$ cat src/rtl/core/vtp_pkg.sv
// Package for the VT100 escape parser: shared types, codes and constants.
// Used by the controller, the datapath, the top level and the checker.
// Depends on nothing.
package vtp_pkg;

	// Bytes that the parser recognizes.
	localparam logic [7:0] ESC_BYTE = 8'h1B;
	localparam logic [7:0] CH_LBRACKET = 8'h5B;
	localparam logic [7:0] CH_SEMI = 8'h3B;
	localparam logic [7:0] CH_ZERO = 8'h30;
	localparam logic [7:0] CH_NINE = 8'h39;
	localparam logic [7:0] CH_UP_E = 8'h45;
	localparam logic [7:0] CH_UP_D = 8'h44;
	localparam logic [7:0] CH_UP_H = 8'h48;
	localparam logic [7:0] CH_UP_J = 8'h4A;
	localparam logic [7:0] CH_UP_K = 8'h4B;
	localparam logic [7:0] CH_LO_F = 8'h66;
	localparam logic [7:0] CH_LO_M = 8'h6D;
	localparam logic [7:0] CH_LO_S = 8'h73;
	localparam logic [7:0] CH_LO_U = 8'h75;

	// Console geometry limits.
	localparam logic [6:0] MAX_ROWS = 7'd64;
	localparam logic [6:0] MAX_COLS = 7'd80;
	localparam logic [15:0] PARAM_SAT = 16'hFFFF;

	// Configuration register indexes.
	localparam int CFG_IDX_W = 2;
	localparam logic [CFG_IDX_W-1:0] REG_SCREEN_ROWS = 2'd0;
	localparam logic [CFG_IDX_W-1:0] REG_SCREEN_COLS = 2'd1;
	localparam logic [CFG_IDX_W-1:0] REG_DEFAULT_ATTR = 2'd2;

	typedef enum logic [1:0] {
		MODE_NORMAL,
		MODE_ESC,
		MODE_CSI
	} mode_t;

	typedef enum logic [2:0] {
		CMD_PUT_CHAR,
		CMD_SET_CURSOR,
		CMD_FILL,
		CMD_CLEAR,
		CMD_SET_ATTR
	} cmd_code_t;

	// What the decoded item asks the controller to do.
	typedef enum logic [1:0] {
		ACT_NONE,
		ACT_ONE,
		ACT_SGR,
		ACT_ROWS
	} act_t;

	typedef enum logic [1:0] {
		SEL_DEC,
		SEL_SGR,
		SEL_ROW
	} emit_sel_t;

	typedef enum logic [2:0] {
		ST_IDLE,
		ST_DECODE,
		ST_SGR,
		ST_SGR_OUT,
		ST_ROWS
	} ctl_state_t;

	typedef struct packed {
		logic accept;
		logic finish;
		logic start_sgr;
		logic step_sgr;
		logic start_rows;
		logic step_rows;
		logic emit;
		emit_sel_t sel;
	} dp_cmd_t;

	typedef struct packed {
		act_t act;
		logic sgr_last;
		logic rows_last;
		logic out_free;
	} dp_stat_t;

	// ANSI color number to VGA color bits: the bit order is reversed.
	function automatic logic [2:0] vga_color(input logic [2:0] c);
		vga_color = {c[0], c[1], c[2]};
	endfunction

endpackage

$ cat src/rtl/core/vtp_if.sv
// Handshake channels of the VT100 escape parser: terminal byte items and command items.
// Depends on nothing; payload widths are fixed.
interface vtp_byte_if;
	logic valid;
	logic ready;
	logic [7:0] char_in;
	logic [7:0] cursor_row;
	logic [7:0] cursor_col;
	logic [7:0] cur_attr;

	modport source (output valid, char_in, cursor_row, cursor_col, cur_attr, input ready);
	modport sink (input valid, char_in, cursor_row, cursor_col, cur_attr, output ready);
endinterface

interface vtp_cmd_if;
	logic valid;
	logic ready;
	logic [2:0] command;
	logic [7:0] row;
	logic [7:0] col;
	logic [6:0] fill_count;
	logic [7:0] value;
	logic last;

	modport source (output valid, command, row, col, fill_count, value, last, input ready);
	modport sink (input valid, command, row, col, fill_count, value, last, output ready);
endinterface

$ cat src/rtl/core/vtp_ctl.sv
// Controller state machine of the VT100 escape parser.
// Depends on vtp_pkg; drives the datapath through dp_cmd_t and reads dp_stat_t.
module vtp_ctl
	import vtp_pkg::*;
(
	input logic clk,
	input logic arst_n,
	input logic in_valid,
	output logic in_ready,
	input dp_stat_t stat,
	output dp_cmd_t cmd
);

	ctl_state_t state_q, state_d;

	// State register.
	always_ff @(posedge clk or negedge arst_n) begin
		if (!arst_n) begin
			state_q <= ST_IDLE;
		end else begin
			state_q <= state_d;
		end
	end

	// Next state and datapath commands.
	always_comb begin
		state_d = state_q;
		cmd = '0;
		cmd.sel = SEL_DEC;
		in_ready = 1'b0;
		unique case (state_q)
			ST_IDLE: begin
				in_ready = 1'b1;
				if (in_valid) begin
					cmd.accept = 1'b1;
					state_d = ST_DECODE;
				end
			end
			ST_DECODE: begin
				unique case (stat.act)
					ACT_NONE: begin
						cmd.finish = 1'b1;
						state_d = ST_IDLE;
					end
					ACT_ONE: begin
						if (stat.out_free) begin
							cmd.emit = 1'b1;
							cmd.sel = SEL_DEC;
							cmd.finish = 1'b1;
							state_d = ST_IDLE;
						end
					end
					ACT_SGR: begin
						cmd.start_sgr = 1'b1;
						state_d = ST_SGR;
					end
					ACT_ROWS: begin
						cmd.start_rows = 1'b1;
						state_d = ST_ROWS;
					end
					default: state_d = ST_IDLE;
				endcase
			end
			ST_SGR: begin
				cmd.step_sgr = 1'b1;
				if (stat.sgr_last) begin
					state_d = ST_SGR_OUT;
				end
			end
			ST_SGR_OUT: begin
				if (stat.out_free) begin
					cmd.emit = 1'b1;
					cmd.sel = SEL_SGR;
					cmd.finish = 1'b1;
					state_d = ST_IDLE;
				end
			end
			ST_ROWS: begin
				if (stat.out_free) begin
					cmd.emit = 1'b1;
					cmd.sel = SEL_ROW;
					if (stat.rows_last) begin
						cmd.finish = 1'b1;
						state_d = ST_IDLE;
					end else begin
						cmd.step_rows = 1'b1;
					end
				end
			end
			default: state_d = ST_IDLE;
		endcase
	end

endmodule

$ cat src/rtl/core/vtp_datapath.sv
// Datapath of the VT100 escape parser: parse state, CSI parameters, decode,
// attribute and row loops, configuration registers and the output register.
// Depends on vtp_pkg; commanded by vtp_ctl.
module vtp_datapath
	import vtp_pkg::*;
#(
	parameter int PARAM_BUF_CHARS = 32,
	parameter int MAX_PARAMS = 4
) (
	input logic clk,
	input logic arst_n,
	input dp_cmd_t cmd,
	output dp_stat_t stat,
	input logic [7:0] char_in,
	input logic [7:0] cursor_row,
	input logic [7:0] cursor_col,
	input logic [7:0] cur_attr,
	input logic cfg_we,
	input logic [CFG_IDX_W-1:0] cfg_index,
	input logic [7:0] cfg_data,
	output logic out_valid,
	input logic out_ready,
	output logic [2:0] command,
	output logic [7:0] row,
	output logic [7:0] col,
	output logic [6:0] fill_count,
	output logic [7:0] value,
	output logic last
);

	localparam int CH_W = $clog2(PARAM_BUF_CHARS);
	localparam int PC_W = $clog2(MAX_PARAMS + 1);
	localparam int IX_W = $clog2(MAX_PARAMS);

	// Configuration registers.
	logic [6:0] screen_rows_q, screen_cols_q;
	logic [7:0] default_attr_q;

	// Parse state.
	mode_t mode_q;
	logic [CH_W-1:0] chars_q;
	logic [15:0] pv_q [MAX_PARAMS];
	logic [PC_W-1:0] pc_q;
	logic tok_q;
	logic [7:0] saved_row_q, saved_col_q;

	// Latched item.
	logic [7:0] char_q, row_q, col_q, attr_q;

	// Loop registers.
	logic [7:0] acc_q;
	logic [PC_W-1:0] left_q;
	logic [7:0] rcur_q, rend_q;

	// Output register.
	logic out_valid_q;
	logic [2:0] command_q;
	logic [7:0] row_q_out, col_q_out, value_q;
	logic [6:0] fill_q;
	logic last_q;

	// Decode results.
	act_t act;
	cmd_code_t dec_cmd;
	logic [7:0] dec_row, dec_col, dec_val, rows_start, rows_end;
	logic [6:0] dec_cnt, rows_eff, cols_eff;
	logic is_digit, is_param;
	logic [PC_W-1:0] cnt_tmp, cnt_eff;
	logic [15:0] p1, p2, cur_pv;
	logic [19:0] pv_next_wide;
	logic [15:0] pv_next;
	logic [8:0] col_inc;
	logic rows_last;

	function automatic logic [7:0] dec_sat(input logic [15:0] p);
		logic [15:0] m;
		m = p - 16'd1;
		if (p == 16'd0) dec_sat = 8'd0;
		else if (m > 16'd255) dec_sat = 8'd255;
		else dec_sat = m[7:0];
	endfunction

	function automatic logic [7:0] sgr_apply(input logic [7:0] a, input logic [15:0] p,
			input logic [7:0] dflt);
		logic [15:0] d;
		logic [15:0] e;
		d = p - 16'd30;
		e = p - 16'd40;
		if (p == 16'd0) sgr_apply = dflt;
		else if (p == 16'd1) sgr_apply = a | 8'h08;
		else if (p >= 16'd30 && p <= 16'd37) sgr_apply = {a[7:4], 1'b0, vga_color(d[2:0])};
		else if (p >= 16'd40 && p <= 16'd47) sgr_apply = {a[7], vga_color(e[2:0]), a[3:0]};
		else sgr_apply = a;
	endfunction

	// Effective screen size and parameter helpers.
	always_comb begin
		rows_eff = (screen_rows_q < MAX_ROWS) ? screen_rows_q : MAX_ROWS;
		cols_eff = (screen_cols_q < MAX_COLS) ? screen_cols_q : MAX_COLS;
		is_digit = (char_q >= CH_ZERO) && (char_q <= CH_NINE);
		is_param = is_digit || (char_q == CH_SEMI);
		cnt_tmp = (tok_q && pc_q < PC_W'(MAX_PARAMS)) ? pc_q + PC_W'(1) : pc_q;
		cnt_eff = (cnt_tmp == '0) ? PC_W'(1) : cnt_tmp;
		p1 = pv_q[0];
		p2 = (cnt_eff > PC_W'(1)) ? pv_q[1] : 16'd0;
		cur_pv = pv_q[pc_q[IX_W-1:0]];
		pv_next_wide = {1'b0, cur_pv, 3'b000} + {3'b000, cur_pv, 1'b0}
			+ {12'd0, char_q - CH_ZERO};
		pv_next = (pv_next_wide > {4'd0, PARAM_SAT}) ? PARAM_SAT : pv_next_wide[15:0];
		col_inc = {1'b0, col_q} + 9'd1;
		rows_last = (rcur_q == rend_q);
	end

	// Decode of the latched item against the parse state.
	always_comb begin
		act = ACT_NONE;
		dec_cmd = CMD_PUT_CHAR;
		dec_row = 8'd0;
		dec_col = 8'd0;
		dec_cnt = 7'd0;
		dec_val = 8'd0;
		rows_start = 8'd0;
		rows_end = 8'd0;
		unique case (mode_q)
			MODE_ESC: begin
				if (char_q == CH_UP_E || char_q == CH_UP_D) begin
					act = ACT_ONE;
					dec_cmd = CMD_SET_CURSOR;
					dec_row = (row_q == 8'd255) ? 8'd255 : row_q + 8'd1;
					dec_col = (char_q == CH_UP_D) ? col_q : 8'd0;
				end else if (char_q == CH_LO_U) begin
					act = ACT_ONE;
					dec_cmd = CMD_SET_CURSOR;
					dec_row = saved_row_q;
					dec_col = saved_col_q;
				end
			end
			MODE_CSI: begin
				if (!is_param) begin
					priority if (char_q == CH_UP_H || char_q == CH_LO_F) begin
						act = ACT_ONE;
						dec_cmd = CMD_SET_CURSOR;
						dec_row = dec_sat(p1);
						dec_col = dec_sat(p2);
					end else if (char_q == CH_UP_J) begin
						if (p1 == 16'd0) begin
							if (row_q < {1'b0, rows_eff}) begin
								act = ACT_ROWS;
								rows_start = row_q;
								rows_end = {1'b0, rows_eff - 7'd1};
							end
						end else if (p1 == 16'd1) begin
							if (rows_eff != 7'd0) begin
								act = ACT_ROWS;
								rows_end = (row_q < {1'b0, rows_eff}) ? row_q
									: {1'b0, rows_eff - 7'd1};
							end
						end else if (p1 == 16'd2) begin
							act = ACT_ONE;
							dec_cmd = CMD_CLEAR;
						end
					end else if (char_q == CH_UP_K) begin
						dec_cmd = CMD_FILL;
						dec_row = row_q;
						if (p1 == 16'd0) begin
							if (col_q < {1'b0, cols_eff}) begin
								act = ACT_ONE;
								dec_col = col_q;
								dec_cnt = cols_eff - col_q[6:0];
							end
						end else if (p1 == 16'd1) begin
							if (cols_eff != 7'd0) begin
								act = ACT_ONE;
								dec_cnt = (col_inc > {2'b00, cols_eff}) ? cols_eff
									: col_inc[6:0];
							end
						end else if (p1 == 16'd2) begin
							if (cols_eff != 7'd0) begin
								act = ACT_ONE;
								dec_cnt = cols_eff;
							end
						end
					end else if (char_q == CH_LO_M) begin
						act = ACT_SGR;
					end else if (char_q == CH_LO_U) begin
						act = ACT_ONE;
						dec_cmd = CMD_SET_CURSOR;
						dec_row = saved_row_q;
						dec_col = saved_col_q;
					end else begin
						act = ACT_NONE;
					end
				end
			end
			default: begin
				// Normal mode: anything but ESC is printed.
				if (char_q != ESC_BYTE) begin
					act = ACT_ONE;
					dec_val = char_q;
				end
			end
		endcase
	end

	assign stat = '{act: act, sgr_last: (left_q == PC_W'(1)), rows_last: rows_last,
		out_free: (!out_valid_q || out_ready)};

	// Configuration registers.
	always_ff @(posedge clk or negedge arst_n) begin
		if (!arst_n) begin
			screen_rows_q <= 7'd25;
			screen_cols_q <= 7'd80;
			default_attr_q <= 8'd7;
		end else if (cfg_we) begin
			if (cfg_index == REG_SCREEN_ROWS) screen_rows_q <= cfg_data[6:0];
			if (cfg_index == REG_SCREEN_COLS) screen_cols_q <= cfg_data[6:0];
			if (cfg_index == REG_DEFAULT_ATTR) default_attr_q <= cfg_data;
		end
	end

	// Item latch and loop registers.
	always_ff @(posedge clk) begin
		if (cmd.accept) begin
			char_q <= char_in;
			row_q <= cursor_row;
			col_q <= cursor_col;
			attr_q <= cur_attr;
		end
		if (cmd.start_sgr) begin
			acc_q <= attr_q;
			left_q <= cnt_eff;
		end else if (cmd.step_sgr) begin
			acc_q <= sgr_apply(acc_q, pv_q[0], default_attr_q);
			left_q <= left_q - PC_W'(1);
		end
		if (cmd.start_rows) begin
			rcur_q <= rows_start;
			rend_q <= rows_end;
		end else if (cmd.step_rows) begin
			rcur_q <= rcur_q + 8'd1;
		end
	end

	// Parse state: committed when an item finishes; the SGR loop shifts parameters down.
	always_ff @(posedge clk or negedge arst_n) begin
		if (!arst_n) begin
			mode_q <= MODE_NORMAL;
			chars_q <= '0;
			pc_q <= '0;
			tok_q <= 1'b0;
			saved_row_q <= 8'd0;
			saved_col_q <= 8'd0;
			for (int i = 0; i < MAX_PARAMS; i++) pv_q[i] <= 16'd0;
		end else if (cmd.step_sgr) begin
			for (int i = 0; i < MAX_PARAMS - 1; i++) pv_q[i] <= pv_q[i+1];
			pv_q[MAX_PARAMS-1] <= 16'd0;
		end else if (cmd.finish) begin
			unique case (mode_q)
				MODE_ESC: begin
					mode_q <= (char_q == CH_LBRACKET) ? MODE_CSI : MODE_NORMAL;
					if (char_q == CH_LBRACKET) begin
						chars_q <= '0;
						pc_q <= '0;
						tok_q <= 1'b0;
						for (int i = 0; i < MAX_PARAMS; i++) pv_q[i] <= 16'd0;
					end
					if (char_q == CH_LO_S) begin
						saved_row_q <= row_q;
						saved_col_q <= col_q;
					end
				end
				MODE_CSI: begin
					if (is_param) begin
						if (chars_q < CH_W'(PARAM_BUF_CHARS - 1)) begin
							chars_q <= chars_q + CH_W'(1);
							if (!is_digit) begin
								if (pc_q < PC_W'(MAX_PARAMS)) pc_q <= pc_q + PC_W'(1);
								tok_q <= 1'b0;
							end else begin
								tok_q <= 1'b1;
								if (pc_q < PC_W'(MAX_PARAMS)) begin
									pv_q[pc_q[IX_W-1:0]] <= pv_next;
								end
							end
						end
					end else begin
						mode_q <= MODE_NORMAL;
						chars_q <= '0;
						pc_q <= '0;
						tok_q <= 1'b0;
						for (int i = 0; i < MAX_PARAMS; i++) pv_q[i] <= 16'd0;
						if (char_q == CH_LO_S) begin
							saved_row_q <= row_q;
							saved_col_q <= col_q;
						end
					end
				end
				default: begin
					mode_q <= (char_q == ESC_BYTE) ? MODE_ESC : MODE_NORMAL;
				end
			endcase
		end
	end

	// Output register valid flag.
	always_ff @(posedge clk or negedge arst_n) begin
		if (!arst_n) begin
			out_valid_q <= 1'b0;
		end else if (cmd.emit) begin
			out_valid_q <= 1'b1;
		end else if (out_ready) begin
			out_valid_q <= 1'b0;
		end
	end

	// Output register payload.
	always_ff @(posedge clk) begin
		if (cmd.emit) begin
			unique case (cmd.sel)
				SEL_SGR: begin
					command_q <= CMD_SET_ATTR;
					row_q_out <= 8'd0;
					col_q_out <= 8'd0;
					fill_q <= 7'd0;
					value_q <= acc_q;
					last_q <= 1'b1;
				end
				SEL_ROW: begin
					command_q <= CMD_FILL;
					row_q_out <= rcur_q;
					col_q_out <= 8'd0;
					fill_q <= cols_eff;
					value_q <= 8'd0;
					last_q <= rows_last;
				end
				default: begin
					command_q <= dec_cmd;
					row_q_out <= dec_row;
					col_q_out <= dec_col;
					fill_q <= dec_cnt;
					value_q <= dec_val;
					last_q <= 1'b1;
				end
			endcase
		end
	end

	assign out_valid = out_valid_q;
	assign command = command_q;
	assign row = row_q_out;
	assign col = col_q_out;
	assign fill_count = fill_q;
	assign value = value_q;
	assign last = last_q;

endmodule

$ cat src/rtl/core/vt100_escape_parser_top.sv
// Top level of the VT100 escape parser: joins the controller and the datapath.
// Depends on vtp_pkg, vtp_if, vtp_ctl and vtp_datapath.
//
//   channel   dir   handshake          payload
//   byte_ch   in    valid/ready        char_in, cursor_row, cursor_col, cur_attr
//   cmd_ch    out   valid/ready        command, row, col, fill_count, value, last
//   cfg       in    cfg_we             cfg_index, cfg_data
//
// A byte item is accepted in the idle state and decoded in the next cycle, so plain bytes
// and single commands are emitted on decode when the output register is free.
// SGR steps through its parameters, then emits; erase display emits one fill per row.
// The single output register lets the next item be accepted while a command waits.
// Reset clears parse state, saved cursor and configuration to their defaults.
module vt100_escape_parser_top
	import vtp_pkg::*;
#(
	parameter int PARAM_BUF_CHARS = 32,
	parameter int MAX_PARAMS = 4
) (
	input logic clk,
	input logic arst_n,
	vtp_byte_if.sink byte_ch,
	vtp_cmd_if.source cmd_ch,
	input logic cfg_we,
	input logic [CFG_IDX_W-1:0] cfg_index,
	input logic [7:0] cfg_data
);

	dp_cmd_t dp_cmd;
	dp_stat_t dp_stat;

	// Sequencer.
	vtp_ctl u_ctl (
		.clk(clk),
		.arst_n(arst_n),
		.in_valid(byte_ch.valid),
		.in_ready(byte_ch.ready),
		.stat(dp_stat),
		.cmd(dp_cmd)
	);

	// Parse state and command generation.
	vtp_datapath #(
		.PARAM_BUF_CHARS(PARAM_BUF_CHARS),
		.MAX_PARAMS(MAX_PARAMS)
	) u_dp (
		.clk(clk),
		.arst_n(arst_n),
		.cmd(dp_cmd),
		.stat(dp_stat),
		.char_in(byte_ch.char_in),
		.cursor_row(byte_ch.cursor_row),
		.cursor_col(byte_ch.cursor_col),
		.cur_attr(byte_ch.cur_attr),
		.cfg_we(cfg_we),
		.cfg_index(cfg_index),
		.cfg_data(cfg_data),
		.out_valid(cmd_ch.valid),
		.out_ready(cmd_ch.ready),
		.command(cmd_ch.command),
		.row(cmd_ch.row),
		.col(cmd_ch.col),
		.fill_count(cmd_ch.fill_count),
		.value(cmd_ch.value),
		.last(cmd_ch.last)
	);

endmodule

$ cat src/flat_wrapper.sv
// flat-port wrapper written by rule: the top's interface ports become plain ports
module vt100_escape_parser_top_flat import vtp_pkg::*;
#(
	parameter int PARAM_BUF_CHARS = 32,
	parameter int MAX_PARAMS = 4
)
  (clk, arst_n, cfg_we, cfg_index, cfg_data, byte_ch_valid, byte_ch_char_in, byte_ch_cursor_row, byte_ch_cursor_col, byte_ch_cur_attr, byte_ch_ready, cmd_ch_valid, cmd_ch_command, cmd_ch_row, cmd_ch_col, cmd_ch_fill_count, cmd_ch_value, cmd_ch_last, cmd_ch_ready);
  vtp_byte_if byte_ch_i ();
  vtp_cmd_if cmd_ch_i ();
  input logic clk;
  input logic arst_n;
  input logic cfg_we;
  input logic [CFG_IDX_W-1:0] cfg_index;
  input logic [7:0] cfg_data;
  input wire logic [$bits(byte_ch_i.valid)-1:0] byte_ch_valid;
  input wire logic [$bits(byte_ch_i.char_in)-1:0] byte_ch_char_in;
  input wire logic [$bits(byte_ch_i.cursor_row)-1:0] byte_ch_cursor_row;
  input wire logic [$bits(byte_ch_i.cursor_col)-1:0] byte_ch_cursor_col;
  input wire logic [$bits(byte_ch_i.cur_attr)-1:0] byte_ch_cur_attr;
  output wire logic [$bits(byte_ch_i.ready)-1:0] byte_ch_ready;
  output wire logic [$bits(cmd_ch_i.valid)-1:0] cmd_ch_valid;
  output wire logic [$bits(cmd_ch_i.command)-1:0] cmd_ch_command;
  output wire logic [$bits(cmd_ch_i.row)-1:0] cmd_ch_row;
  output wire logic [$bits(cmd_ch_i.col)-1:0] cmd_ch_col;
  output wire logic [$bits(cmd_ch_i.fill_count)-1:0] cmd_ch_fill_count;
  output wire logic [$bits(cmd_ch_i.value)-1:0] cmd_ch_value;
  output wire logic [$bits(cmd_ch_i.last)-1:0] cmd_ch_last;
  input wire logic [$bits(cmd_ch_i.ready)-1:0] cmd_ch_ready;
  assign byte_ch_i.valid = byte_ch_valid;
  assign byte_ch_i.char_in = byte_ch_char_in;
  assign byte_ch_i.cursor_row = byte_ch_cursor_row;
  assign byte_ch_i.cursor_col = byte_ch_cursor_col;
  assign byte_ch_i.cur_attr = byte_ch_cur_attr;
  assign byte_ch_ready = byte_ch_i.ready;
  assign cmd_ch_valid = cmd_ch_i.valid;
  assign cmd_ch_command = cmd_ch_i.command;
  assign cmd_ch_row = cmd_ch_i.row;
  assign cmd_ch_col = cmd_ch_i.col;
  assign cmd_ch_fill_count = cmd_ch_i.fill_count;
  assign cmd_ch_value = cmd_ch_i.value;
  assign cmd_ch_last = cmd_ch_i.last;
  assign cmd_ch_i.ready = cmd_ch_ready;
  vt100_escape_parser_top #(.PARAM_BUF_CHARS(PARAM_BUF_CHARS), .MAX_PARAMS(MAX_PARAMS)) u_core (.clk(clk), .arst_n(arst_n), .byte_ch(byte_ch_i), .cmd_ch(cmd_ch_i), .cfg_we(cfg_we), .cfg_index(cfg_index), .cfg_data(cfg_data));
endmodule
$ cat config.mk
export PLATFORM = sky130hd
export DESIGN_NAME = vt100_escape_parser_top_flat
export DESIGN_NICKNAME = d
export VERILOG_FILES = /design/src/rtl/core/vtp_pkg.sv /design/src/rtl/core/vtp_if.sv /design/src/rtl/core/vtp_ctl.sv /design/src/rtl/core/vtp_datapath.sv /design/src/rtl/core/vt100_escape_parser_top.sv /design/src/flat_wrapper.sv
export SDC_FILE = /design/constraint.sdc
export NUM_CORES = 1
export LEC_CHECK = 0
export CORE_UTILIZATION = 70
export DETAILED_ROUTE_END_ITERATION = 10
export DONT_BUFFER_PORTS = 1
export PLACE_DENSITY = 0.86
export SLEW_MARGIN = 10
export SYNTH_ARGS = -nofsm -noshare
export SYNTH_HDL_FRONTEND = slang
export SYNTH_SLANG_ARGS = --single-unit
$ cat constraint.sdc
create_clock -name clk -period 6.9 [get_ports clk]
set_input_delay 1.725 -clock clk [delete_from_list [all_inputs] [get_ports clk]]
set_output_delay 1.725 -clock clk [all_outputs]
set_load 0.1 [all_outputs]
Word-level counts from Yosys, hierarchy flattened:

Index checks and enable logic that the tools add are counted.

* flip-flop bits (word level): 211
* input port bits: 47
* output and inout bits: 37
* logic and storage cells: 327

* $add $sub $neg: 15
* magnitude comparators: 19
* eq/ne operators: 46
* muxes and demuxes: 167
* bitwise operators: 4
* reduce and logical (&&, ||, !) cells: 44

Operator list (number)
* $mux 64: 7
* $mux 8: 43
* $pmux 64 s2: 1
* $mux 7: 18
* $pmux 8 s2: 6
* $eq 8x7->1 const B: 10
* $mux 16: 5
* $bwmux 64: 1
* $mux 3: 20
* $mux 2: 18
* $bmux 16 s2: 1
* $demux 16 s2: 1
* $gt 16x8->1 const B: 2
* $le 16x6->1 const B: 2
* $logic_not 16->1: 2
* $sub 16x1->16 const B: 2
* $mux 1: 29
* $add 19x17->20: 1
* $add 20x8->20: 1
* $gt 20x16->1 const B: 1
* $pmux 3 s2: 3
* $add 8x1->8 const B: 2
* $eq 16x1->1 const B: 1
* $eq 16x2->1 const B: 1
* 64 further kinds: 117

Depth between registers and ports, before layout:

Gate-level depths: netlist (run 1).

* depth after elaboration: 17
* depth in mapped cells: 16
* depth with buffers taken out: 13

Modules after synthesis:

Synthesis (run 1) repeated with hierarchy kept, for this count alone.

* cell total of the unflattened synthesis: 1288
* area total of the unflattened synthesis: 13447.9 sq um

By module, submodules not included
* vtp_datapath: times used 1, cells each 1258, area each 13191.4 sq um, seq. area each 5685.5 sq um
* vtp_ctl: times used 1, cells each 30, area each 256.5 sq um, seq. area each 75.1 sq um

Worst setup path before layout (run 1):

No wires, ideal clock.

* path type: flip-flop to flip-flop
* from: register u_core.u_dp.pc_q[0]
* to: register u_core.u_dp.pv_q[38] in the netlist's numbering
* setup time: 133 ps
* arrival: 4355 ps
* data required time: 6767 ps
* slack: 2412 ps
* stages on the path, launching flop included: 15
* buffers on the path: 3
* clock period less this slack: 4488 ps
* cell sequence: dfrtp_1 buf_2 buf_1 mux4_2 fa_1 ha_1 o21a_1 o31a_1 o41ai_1 a211oi_1 a211oi_1 buf_2 o21ai_0 nor2_1 o22ai_1

* longest elaborated chain between the ends: 16
* elaborated cells between the ends (all ways): 24
* those cells by class: add/sub: 2; order compare: 4; eq/ne: 1; mux: 14; bitwise: 1; reduce/logical: 2

Ends and longest elaborated chain
* start: declaration: RTL line vtp_datapath.sv:43 `logic [PC_W-1:0] pc_q;`
* start signal: assignment: RTL line vtp_datapath.sv:277 `if (pc_q < PC_W'(MAX_PARAMS)) pc_q <= pc_q + PC_W'(1);`
* $not 2->3 (implied by the code): RTL line vtp_datapath.sv:106, vtp_datapath.sv:282
* $bmux 16 s2: RTL line vtp_datapath.sv:106 `cur_pv = pv_q[pc_q[IX_W-1:0]];`
* $mux 16 (implied by the code) (2 in a row): RTL line vtp_datapath.sv:106
* $add 19x17->20: RTL line vtp_datapath.sv:107 `pv_next_wide = {1'b0, cur_pv, 3'b000} + {3'b000, cur_pv, 1'b0}`
* $add 20x8->20: RTL line vtp_datapath.sv:108 `+ {12'd0, char_q - CH_ZERO};`
* $gt 20x16->1: RTL line vtp_datapath.sv:109 `pv_next = (pv_next_wide > {4'd0, PARAM_SAT}) ? PARAM_SAT : pv_next_wide[15:0];`
* $mux 16: RTL line vtp_datapath.sv:109
* $bwmux 64: RTL line vtp_datapath.sv:282 `pv_q[pc_q[IX_W-1:0]] <= pv_next;`
* $mux 64: RTL line vtp_datapath.sv:281 `if (pc_q < PC_W'(MAX_PARAMS)) begin`
* $mux 64: RTL line vtp_datapath.sv:276 `if (!is_digit) begin`
* $mux 64: RTL line vtp_datapath.sv:274 `if (chars_q < CH_W'(PARAM_BUF_CHARS - 1)) begin`
* $mux 64: RTL line vtp_datapath.sv:273 `if (is_param) begin`
* $pmux 64 s2: RTL line vtp_datapath.sv:258 `unique case (mode_q)`
* $mux 64: RTL line vtp_datapath.sv:257 `end else if (cmd.finish) begin`
* $mux 64: RTL line vtp_datapath.sv:254 `end else if (cmd.step_sgr) begin`
* end signal: indexed assignment: RTL line vtp_datapath.sv:282
* end: declaration: RTL line vtp_datapath.sv:42 `logic [15:0] pv_q [MAX_PARAMS];`

Several ways; a longest one is shown, not always the timed one. The select of a mux whose other input is x is not followed.
A chain may end at the register's enable or synchronous reset.

Worst setup path in the final report (run 1):

* from: register u_core.u_dp.pc_q[1]
* to: register u_core.u_dp.col_q_out[4] (netlist: u_core.u_dp.col[4]), data pin

* longest elaborated chain between the ends: 14
* elaborated cells between the ends (all ways): 16
* those cells by class: add/sub: 2; order compare: 3; mux: 8; reduce/logical: 3

Ends and longest elaborated chain
* $lt 3x3->1: RTL line vtp_datapath.sv:102 `cnt_tmp = (tok_q && pc_q < PC_W'(MAX_PARAMS)) ? pc_q + PC_W'(1) : pc_q;`
* $logic_and 1x1->1: RTL line vtp_datapath.sv:102
* $mux 3 (*): RTL line vtp_datapath.sv:102
* $logic_not 3->1: RTL line vtp_datapath.sv:103 `cnt_eff = (cnt_tmp == '0) ? PC_W'(1) : cnt_tmp;`
* $mux 3 (*): RTL line vtp_datapath.sv:103
* $gt 3x1->1 (*): RTL line vtp_datapath.sv:105 `p2 = (cnt_eff > PC_W'(1)) ? pv_q[1] : 16'd0;`
* $mux 16 (*): RTL line vtp_datapath.sv:105
* $sub 16x1->16: RTL line vtp_datapath.sv:77 `m = p - 16'd1;`
* $gt 16x8->1: RTL line vtp_datapath.sv:79 `else if (m > 16'd255) dec_sat = 8'd255;`
* $mux 8: RTL line vtp_datapath.sv:79
* $mux 8 (*): RTL line vtp_datapath.sv:78 `if (p == 16'd0) dec_sat = 8'd0;`
* $mux 8 (*): RTL line vtp_datapath.sv:140 `priority if (char_q == CH_UP_H || char_q == CH_LO_F) begin`
* $mux 8 (*): RTL line vtp_datapath.sv:139 `if (!is_param) begin`
* $pmux 8 s2 (*): RTL line vtp_datapath.sv:124 `unique case (mode_q)`
* end signal: assignment: RTL line vtp_datapath.sv:339 `col_q_out <= dec_col;`
* end: declaration: RTL line vtp_datapath.sv:58 `logic [7:0] row_q_out, col_q_out, value_q;`

Every way passes the cells marked *; elsewhere a longest branch is shown, timed or not.

==> out/qor.csv, run 1 <==
stage,metric,value,unit
synth,leading area contributor after synthesis,edfxtp_1,
synth,Synth Area per Inst,10.7,um^2
power_and_ir_drop,Flop pwr share,49.0,%
layout,number of flip-flops in the largest register,48,
synth,Synth area leaders,"edfxtp_1 21%, dfrtp_1 20%, ha_1 7.3%, mux2i_1 4.6%, mux2_2 2.9%",
sta,Hold WS,0.509,ns
detailed_routing,DRC,0,
worst_setup_path,Critical Path RT,7.14,ns
detailed_routing,vias per cell,7.14,
worst_setup_path,startpoint types,flop,
layout,fin nets,1382,
floorplan,die height,142,um
clock_tree,hold buffer count at cts,0,
clock_tree,H-tree levels,1,
floorplan,Die W,142,um
worst_setup_path,worst-path fanout max,20,
synth,"Primary FF master, synth",dfrtp_1,
floorplan,Die ar.,20000,um^2
layout,Reg with most FFs,u_core.u_dp.pv_q,
clock_tree,Worst-path clk slew,0.06,ns
clock_tree,CTS tree,yes,
power_and_ir_drop,Clock power frac,38.8,%
detailed_routing,DR iter-0 viols,1042,
clock_tree,Post-CTS Repair Setup Buffers,0,
global_routing,gr usage total,37.3,%
synth,post-synth design cell area,13600,um^2
synth,Synth cell types,90,
sta,Fin Setup TNS,0,ns
worst_setup_path,Crit Path Class,flop to flop,
place,dpl hpwl,25700,um
worst_setup_path,critical path capture point type,flop,
run,maxcap violations,0,
place,Port Buf Inserts,0,
detailed_routing,drt first pass iters,6,
clock_tree,total CTS buffers,23,
detailed_routing,WL per Instance,23.8,um
worst_setup_path,Critical Path AT,5.40,ns
sta,Final Hold Viols,0,
layout,share of layout cells above drive strength 1,11.9,%
sta,Max Clk Rate,194,MHz
sta,Slew Limit Fails,0,
layout,ant diodes,0,
power_and_ir_drop,combinational power share,12.2,%
global_routing,vias in the first global route,10600,
power_and_ir_drop,PD cells,232,nW/um^2
synth,post-synth top area share,20.7,%
detailed_routing,"wirelength, routed",36300,um
sta,RSZ-0062 raised after global routing,false,
floorplan,I/O Pins,84,
sta,crit path time final,5.16,ns
sta,Final period util,74.7,%
synth,synthesis-stage register bit count,211,
synth,cells after synthesis,1280,
synth,fraction of registers with async set/reset,55.5,%
global_routing,grt ovf,0,
place,RePlAce Congestion,0.951,
clock_tree,worst skew pair latency,0.51,ns
synth,most common cell in the netlist,dfrtp_1,
synth,Synth top cells by count,"109 x dfrtp_1, 94 x edfxtp_1, 87 x nand2_1",
floorplan,num rows,50,
layout,area grow syn2layout,6.71,%
clock_tree,CTS root buffer,clkbuf_16,
floorplan,Initial Utilization,72.2,%
clock_tree,Bufs on Longest Clock Path,3,
sta,relative slew slack,26.7,%
clock_tree,TritonCTS Sinks,211,
detailed_routing,"antenna viol nets, final",0,
detailed_routing,vias post-DR,10900,
min_path,Min-Delay Path Class,flop to flop,
synth,syn nets,1414,
synth,"Seq/Total Area, Yosys",42.2,%
sta,Clock Skew,0.00835,ns
power_and_ir_drop,leakage power,0.00575,uW
floorplan,core area,18900,um^2
power_and_ir_drop,switch share,30.0,%
power_and_ir_drop,Power Total,3370,uW
global_routing,largest net degree at the start of global routing,118,
global_routing,initial antenna violation count,0,
power_and_ir_drop,Max VDD drop,0.226,mV
power_and_ir_drop,internal power,2360,uW
power_and_ir_drop,Net Sw Power,1010,uW
sta,final setup vio count,0,
synth,Synth warnings,0,
synth,"EDFF count, synth",94,
clock_tree,post-cts gate resize count,0,
sta,Worst Tran Pin Value,1.10,ns
outcome,status,"complete, no violations",
global_routing,first-pass GRT wire length,57700,um
layout by cell type, fill, tap and decap left out, types with 6 or more instances in the layout:
| master | netlist | routed |
|---|---|---|
| nor3b_1 | 12 | 12 |
| mux2i_1 | 63 | 62 |
| xor2_1 | 24 | 24 |
| xnor2_1 | 29 | 29 |
| nand3_1 | 26 | 26 |
| nor2b_1 | 21 | 21 |
| o21bai_1 | 6 | 6 |
| dfrtp_1 | 109 | 109 |
| mux4_2 | 15 | 15 |
| a22o_1 | 15 | 15 |
| dfstp_2 | 8 | 8 |
| a31oi_1 | 15 | 15 |
| a211oi_1 | 9 | 9 |
| o2bb2ai_1 | 17 | 17 |
| nand3b_1 | 7 | 7 |
| clkinv_2 | 0 | 6 |
| a221oi_1 | 13 | 13 |
| o21a_1 | 7 | 7 |
| fa_1 | 7 | 7 |
| ha_1 | 80 | 80 |
| a21o_1 | 14 | 14 |
| mux2_4 | 10 | 10 |
| clkbuf_16 | 0 | 27 |
| nand2b_1 | 20 | 20 |
| edfxtp_1 | 94 | 94 |
| nor2_1 | 77 | 75 |
| nand4_1 | 10 | 10 |
| nor3_1 | 34 | 33 |
| a21oi_1 | 57 | 57 |
| mux2_2 | 35 | 35 |
| nand2_1 | 87 | 87 |
| a22oi_1 | 11 | 11 |
| o22ai_1 | 56 | 56 |
| and3_1 | 13 | 13 |
| inv_1 | 47 | 47 |
| o21ai_0 | 60 | 60 |
power groups by stage:
stage	registers (uW)	clock network [uW]	logic, uW
6_report	1650	1310	412
5_1_grt	1660	1360	457
4_1_cts	1650	1300	407
3_5_place_dp	1670	0	402
3_3_place_gp	1670	0	389
2_1_floorplan	1620	0	328
layer usage:
metal | GRT usage, % | share of wire [%] | vias to the layer above
met5 | 0 | 0 | -
met3 | 6.58 | 9.1 | 137
met1 | 50.1 | 40 | 5284
met2 | 59.6 | 47 | 676
li1 | - | - | 4784
met4 | 16.5 | 4.5 | 0
metrics by stage:
step | setup slack (ns) | instance area, um^2 | utilization, % | instances
after floorplan | 2.41 | 13600 | - | 1280
after global placement | 2.09 | 13700 | 72.7 | 1483
after detailed placement | 1.85 | 13700 | 72.7 | 1483
after CTS | 1.82 | 14600 | 77.0 | 1524
after global routing | 1.53 | 14600 | 77.0 | 1524
final | 1.74 | 14600 | 77.0 | 1524
area by class of cell:
class,count,area (um^2)
Timing Repair Buffer,5,55.1
Fill cell,1258,4340
Multi-Input combinational cell,959,7420
Sequential cell,211,5760
Tap cell,260,325
Clock inverter,10,108
Clock buffer,31,699
Inverter,48,180
final timing paths:
check / from / endpoint / cells past startpoint / slack (ns)
worst min register to register: u_core.u_dp.chars_q[0]$_DFFE_PN0P_ / u_core.u_dp.chars_q[0]$_DFFE_PN0P_ / 1 / 0.51
min in group asynchronous: arst_n / u_core.u_dp.screen_cols_q[3]$_DFFE_PN0P_ / 0 / 0.91
worst max register to register: u_core.u_dp.pc_q[1]$_DFFE_PN0P_ / u_core.u_dp.col[4]$_SDFFCE_PP0P_ / 13 / 1.74
worst max-delay path: u_core.u_dp.pc_q[1]$_DFFE_PN0P_ / u_core.u_dp.col[4]$_SDFFCE_PP0P_ / 13 / 1.74
worst min-delay path: u_core.u_dp.chars_q[0]$_DFFE_PN0P_ / u_core.u_dp.chars_q[0]$_DFFE_PN0P_ / 1 / 0.51
max in group asynchronous: arst_n / u_core.u_dp.pv_q[30]$_DFFE_PN0P_ / 0 / 5.73
critical path, stage by stage, from the launching register on:
cell      delay [ns]
dfrtp_1         0.91
inv_1           0.23
ha_1            0.39
nor3b_1         0.09
o21bai_1        0.72
nand2_1         0.19
ha_1            0.37
or4b_2          0.68
o21ai_0         0.11
a22oi_1         0.09
nor3_1          0.52
nand2_1         0.18
a221oi_1        0.27
o32ai_1         0.12
cells by family (layout without fill, tap and decap cells):
| kind of cell | Yosys count | in the layout | synth area share [%] |
|---|---|---|---|
| other cells | 1 | 1 | 0.0275 |
| flops | 211 | 211 | 42.2 |
| buf+inv | 110 | 94 | 3.51 |
| fa+ha+maj | 87 | 87 | 8.37 |
| mux | 124 | 124 | 11.3 |
| simple gates | 364 | 364 | 14.6 |
| compound gates | 330 | 330 | 16.6 |
| xor+xnor | 53 | 53 | 3.40 |
(Power assumes the default switching activity.)
==> inputs of run 2 (changes only) <==
--- a/config.mk
+++ b/config.mk
@@ -5,10 +5,10 @@
 export SDC_FILE = /design/constraint.sdc
 export NUM_CORES = 1
 export LEC_CHECK = 0
-export CORE_UTILIZATION = 70
+export CORE_UTILIZATION = 59
 export DETAILED_ROUTE_END_ITERATION = 10
 export DONT_BUFFER_PORTS = 1
-export PLACE_DENSITY = 0.86
+export PLACE_DENSITY = 0.78
 export SLEW_MARGIN = 10
 export SYNTH_ARGS = -nofsm -noshare
 export SYNTH_HDL_FRONTEND = slang
==> constraint.sdc (replaced) <==
create_clock -name clk -period 4.5 [get_ports clk]
set_input_delay 1.125 -clock clk [delete_from_list [all_inputs] [get_ports clk]]
set_output_delay 1.125 -clock clk [all_outputs]
set_load 0.1 [all_outputs]
==> out/qor.csv, run 2 (synthesized netlist as in run 1, its figures left out) <==
stage,metric,value,unit,change
outcome,status,"complete, no violations",,
clock_tree,TritonCTS Sinks,211,,unchanged
detailed_routing,WL per Instance,22.7,um,-4.7%
worst_setup_path,worst-path fanout max,16,,-20%
power_and_ir_drop,internal power,3580,uW,+51%
floorplan,Die W,154,um,+8.8%
sta,RSZ-0062 raised after global routing,false,,
place,dpl hpwl,25800,um,+0.31%
floorplan,Die ar.,23700,um^2,+18%
floorplan,Initial Utilization,60.2,%,-12 points
min_path,Min-Delay Path Class,input port to asynchronous set/reset pin,,
sta,crit path time final,4.23,ns,-0.925 ns
worst_setup_path,CP cell instances,mux4_2 -> fa_1 -> inv_1 -> fa_1 -> nor2b_1 -> o31a_1 -> o41ai_1 -> buf_4 -> a21o_1 -> a211oi_1 -> buf_4 -> o2111ai_1 -> nor2_1 -> o22ai_1,,
clock_tree,Bufs on Longest Clock Path,3,,unchanged
floorplan,die height,154,um,+8.8%
run,maxcap violations,0,,unchanged
power_and_ir_drop,Clock power frac,37.8,%,-1.0 points
layout,filler instances,1731,,+38%
global_routing,first-pass GRT wire length,56500,um,-2.1%
clock_tree,Post-CTS Repair Setup Buffers,0,,unchanged
sta,Slew Limit Fails,0,,unchanged
global_routing,met2 Usage GRT,49.4,%,-10 points
global_routing,GR Util met3,6.14,%,-0.44 points
sta,Fin Setup TNS,0,ns,unchanged
worst_setup_path,critical path capture point type,flop,,
layout,number of flip-flops in the largest register,48,,unchanged
global_routing,largest net degree at the start of global routing,118,,unchanged
global_routing,gr usage total,30.5,%,-6.8 points
worst_setup_path,WP buf/inv,3,,+2
power_and_ir_drop,PD cells,344,nW/um^2,+48%
power_and_ir_drop,Flop pwr share,49.1,%,about the same
layout,"commonest non-fill, non-tap cells in the layout","108 x dfrtp_1, 94 x edfxtp_1, 87 x nand2_1, 80 x ha_1, 75 x nor2_1",,
place,pre-CTS setup slack,0.197,ns,-1.66 ns
sta,relative slew slack,26.3,%,-0.37 points
sta,Worst Tran Pin Value,1.10,ns,+0.00576 ns
detailed_routing,DR iter-0 viols,997,,-4.3%
sta,final setup vio count,0,,unchanged
sta,Max Clk Rate,236,MHz,+22%
detailed_routing,vias per cell,6.76,,-5.3%
global_routing,vias in the first global route,10200,,-3.3%
global_routing,busiest grt layer,met2,,
worst_setup_path,peak per-stage delay on the critical path,0.59,ns,-0.32 ns
power_and_ir_drop,Net Sw Power,1520,uW,+50%
place,Port Buf Inserts,0,,unchanged
clock_tree,hold buffer count at cts,0,,unchanged
sta,Final period util,94.0,%,+19 points
worst_setup_path,startpoint types,flop,,
layout,Reg with most FFs,u_core.u_dp.pv_q,,
layout,share of layout cells above drive strength 1,14.1,%,+2.3 points
clock_tree,worst skew pair latency,0.52,ns,about the same
worst_setup_path,Critical Path AT,4.58,ns,-0.82 ns
power_and_ir_drop,Max VDD drop,0.367,mV,+63%
detailed_routing,"wirelength, routed",35900,um,-1.1%
detailed_routing,drt first pass iters,6,,unchanged
place,RePlAce Congestion,0.950,,-0.16%
worst_setup_path,Top delay family on crit path,compound AO/OA/AOI/OAI gates,,
global_routing,grt ovf,0,,unchanged
clock_tree,H-tree levels,1,,unchanged
sta,Final Hold Viols,0,,unchanged
sta,Clock Skew,0.00834,ns,-0.0000169 ns
floorplan,core area,22600,um^2,+20%
worst_setup_path,"Slowest-stage cell, CP",mux4_2,,
layout,"commonest non-fill, non-tap cell in the layout",dfrtp_1,,
global_routing,initial antenna violation count,0,,unchanged
floorplan,num rows,55,,+10%
layout,area grow syn2layout,8.59,%,
power_and_ir_drop,switch share,29.8,%,-0.19 points
clock_tree,total CTS buffers,23,,unchanged
power_and_ir_drop,leakage power,0.00589,uW,+2.6%
clock_tree,CTS root buffer,clkbuf_16,,
layout,fin nets,1413,,+2.2%
worst_setup_path,Crit Path Class,flop to flop,,
global_routing,met1 GRT Util,40.8,%,-9.3 points
power_and_ir_drop,combinational power share,13.0,%,+0.8 points
detailed_routing,DRC,0,,unchanged
clock_tree,Worst-path clk slew,0.06,ns,about the same
layout,post-layout util,65.4,%,-12 points
sta,final setup margin,0.268,ns,-1.48 ns
clock_tree,CTS tree,yes,,
detailed_routing,"antenna viol nets, final",0,,unchanged
floorplan,I/O Pins,84,,unchanged
worst_setup_path,Critical Path RT,4.85,ns,-2.29 ns
detailed_routing,vias post-DR,10700,,-1.8%
## run 2: worst paths after layout
path	from	to	slack, ns	depth (start not counted)
max in group asynchronous	arst_n	u_core.u_dp.screen_rows_q[3]$_DFFE_PN1P_	3.97	0
worst min register to register	u_core.u_dp.chars_q[0]$_DFFE_PN0P_	u_core.u_dp.chars_q[0]$_DFFE_PN0P_	0.50	1
worst max-delay path	u_core.u_dp.pc_q[0]$_DFFE_PN0P_	u_core.u_dp.pv_q[30]$_DFFE_PN0P_	0.27	14
min in group clk	u_core.u_dp.chars_q[0]$_DFFE_PN0P_	u_core.u_dp.chars_q[0]$_DFFE_PN0P_	0.50	1
worst min-delay path	arst_n	u_core.u_dp.screen_rows_q[2]$_DFFE_PN0P_	0.30	0
worst max register to register	u_core.u_dp.pc_q[0]$_DFFE_PN0P_	u_core.u_dp.pv_q[30]$_DFFE_PN0P_	0.27	14
## run 2: worst register-to-register path: cells and delay by family (launching register included)
family,cells,cell delay [ns]
AOI/OAI and AO/OA,6,1.01
muxes,1,0.59
buffers and inverters,3,0.48
adders and majority gates,2,0.99
and+or+nand+nor,2,0.49
DFF,1,0.50
## run 2: power groups by stage
stage	logic, uW	clock network [uW]	registers [uW]
after floorplan	503	0	2490
after global placement	639	0	2530
after detailed placement	654	0	2540
after CTS	659	1950	2500
after global routing	735	2020	2510
final	664	1930	2500
## run 2: cell type report
class                      instances  area (um^2)  share of cell area [%]
clock buffer                      26          612                    4.13
tap                              285          357                    2.41
timing repair buffer              36          300                    2.03
antenna                            1         2.50                  0.0169
inverter                          48          180                    1.22
multi-input combinational        959         7430                    50.2
sequential                       211         5760                    38.9
clock inverter                    15          160                    1.08
## run 2: per-stage QoR
step                cells  instance area [um^2]  hold WS (ns)  power (uW)
floorplan            1280                 13600         0.469        2990
global placement     1539                 14000         0.489        3170
CTS                  1580                 14800         0.290        5110
finish               1581                 14800         0.301        5100
global route         1580                 14800         0.286        5260
detailed placement   1539                 14000         0.501        3190
## run 2: layer usage
metal	wire (um)	part of all wire [%]	vias up
met5	0	0	-
met4	1290	3.6	0
met3	2780	7.8	87
met2	17000	47	500
met1	14900	41	5261
li1	-	-	4840
## run 2: what timing repair did
item	in CTS	in global routing
setup endpoints to repair	0	53
resized for setup	0	4
hold endpoints to repair	0	0
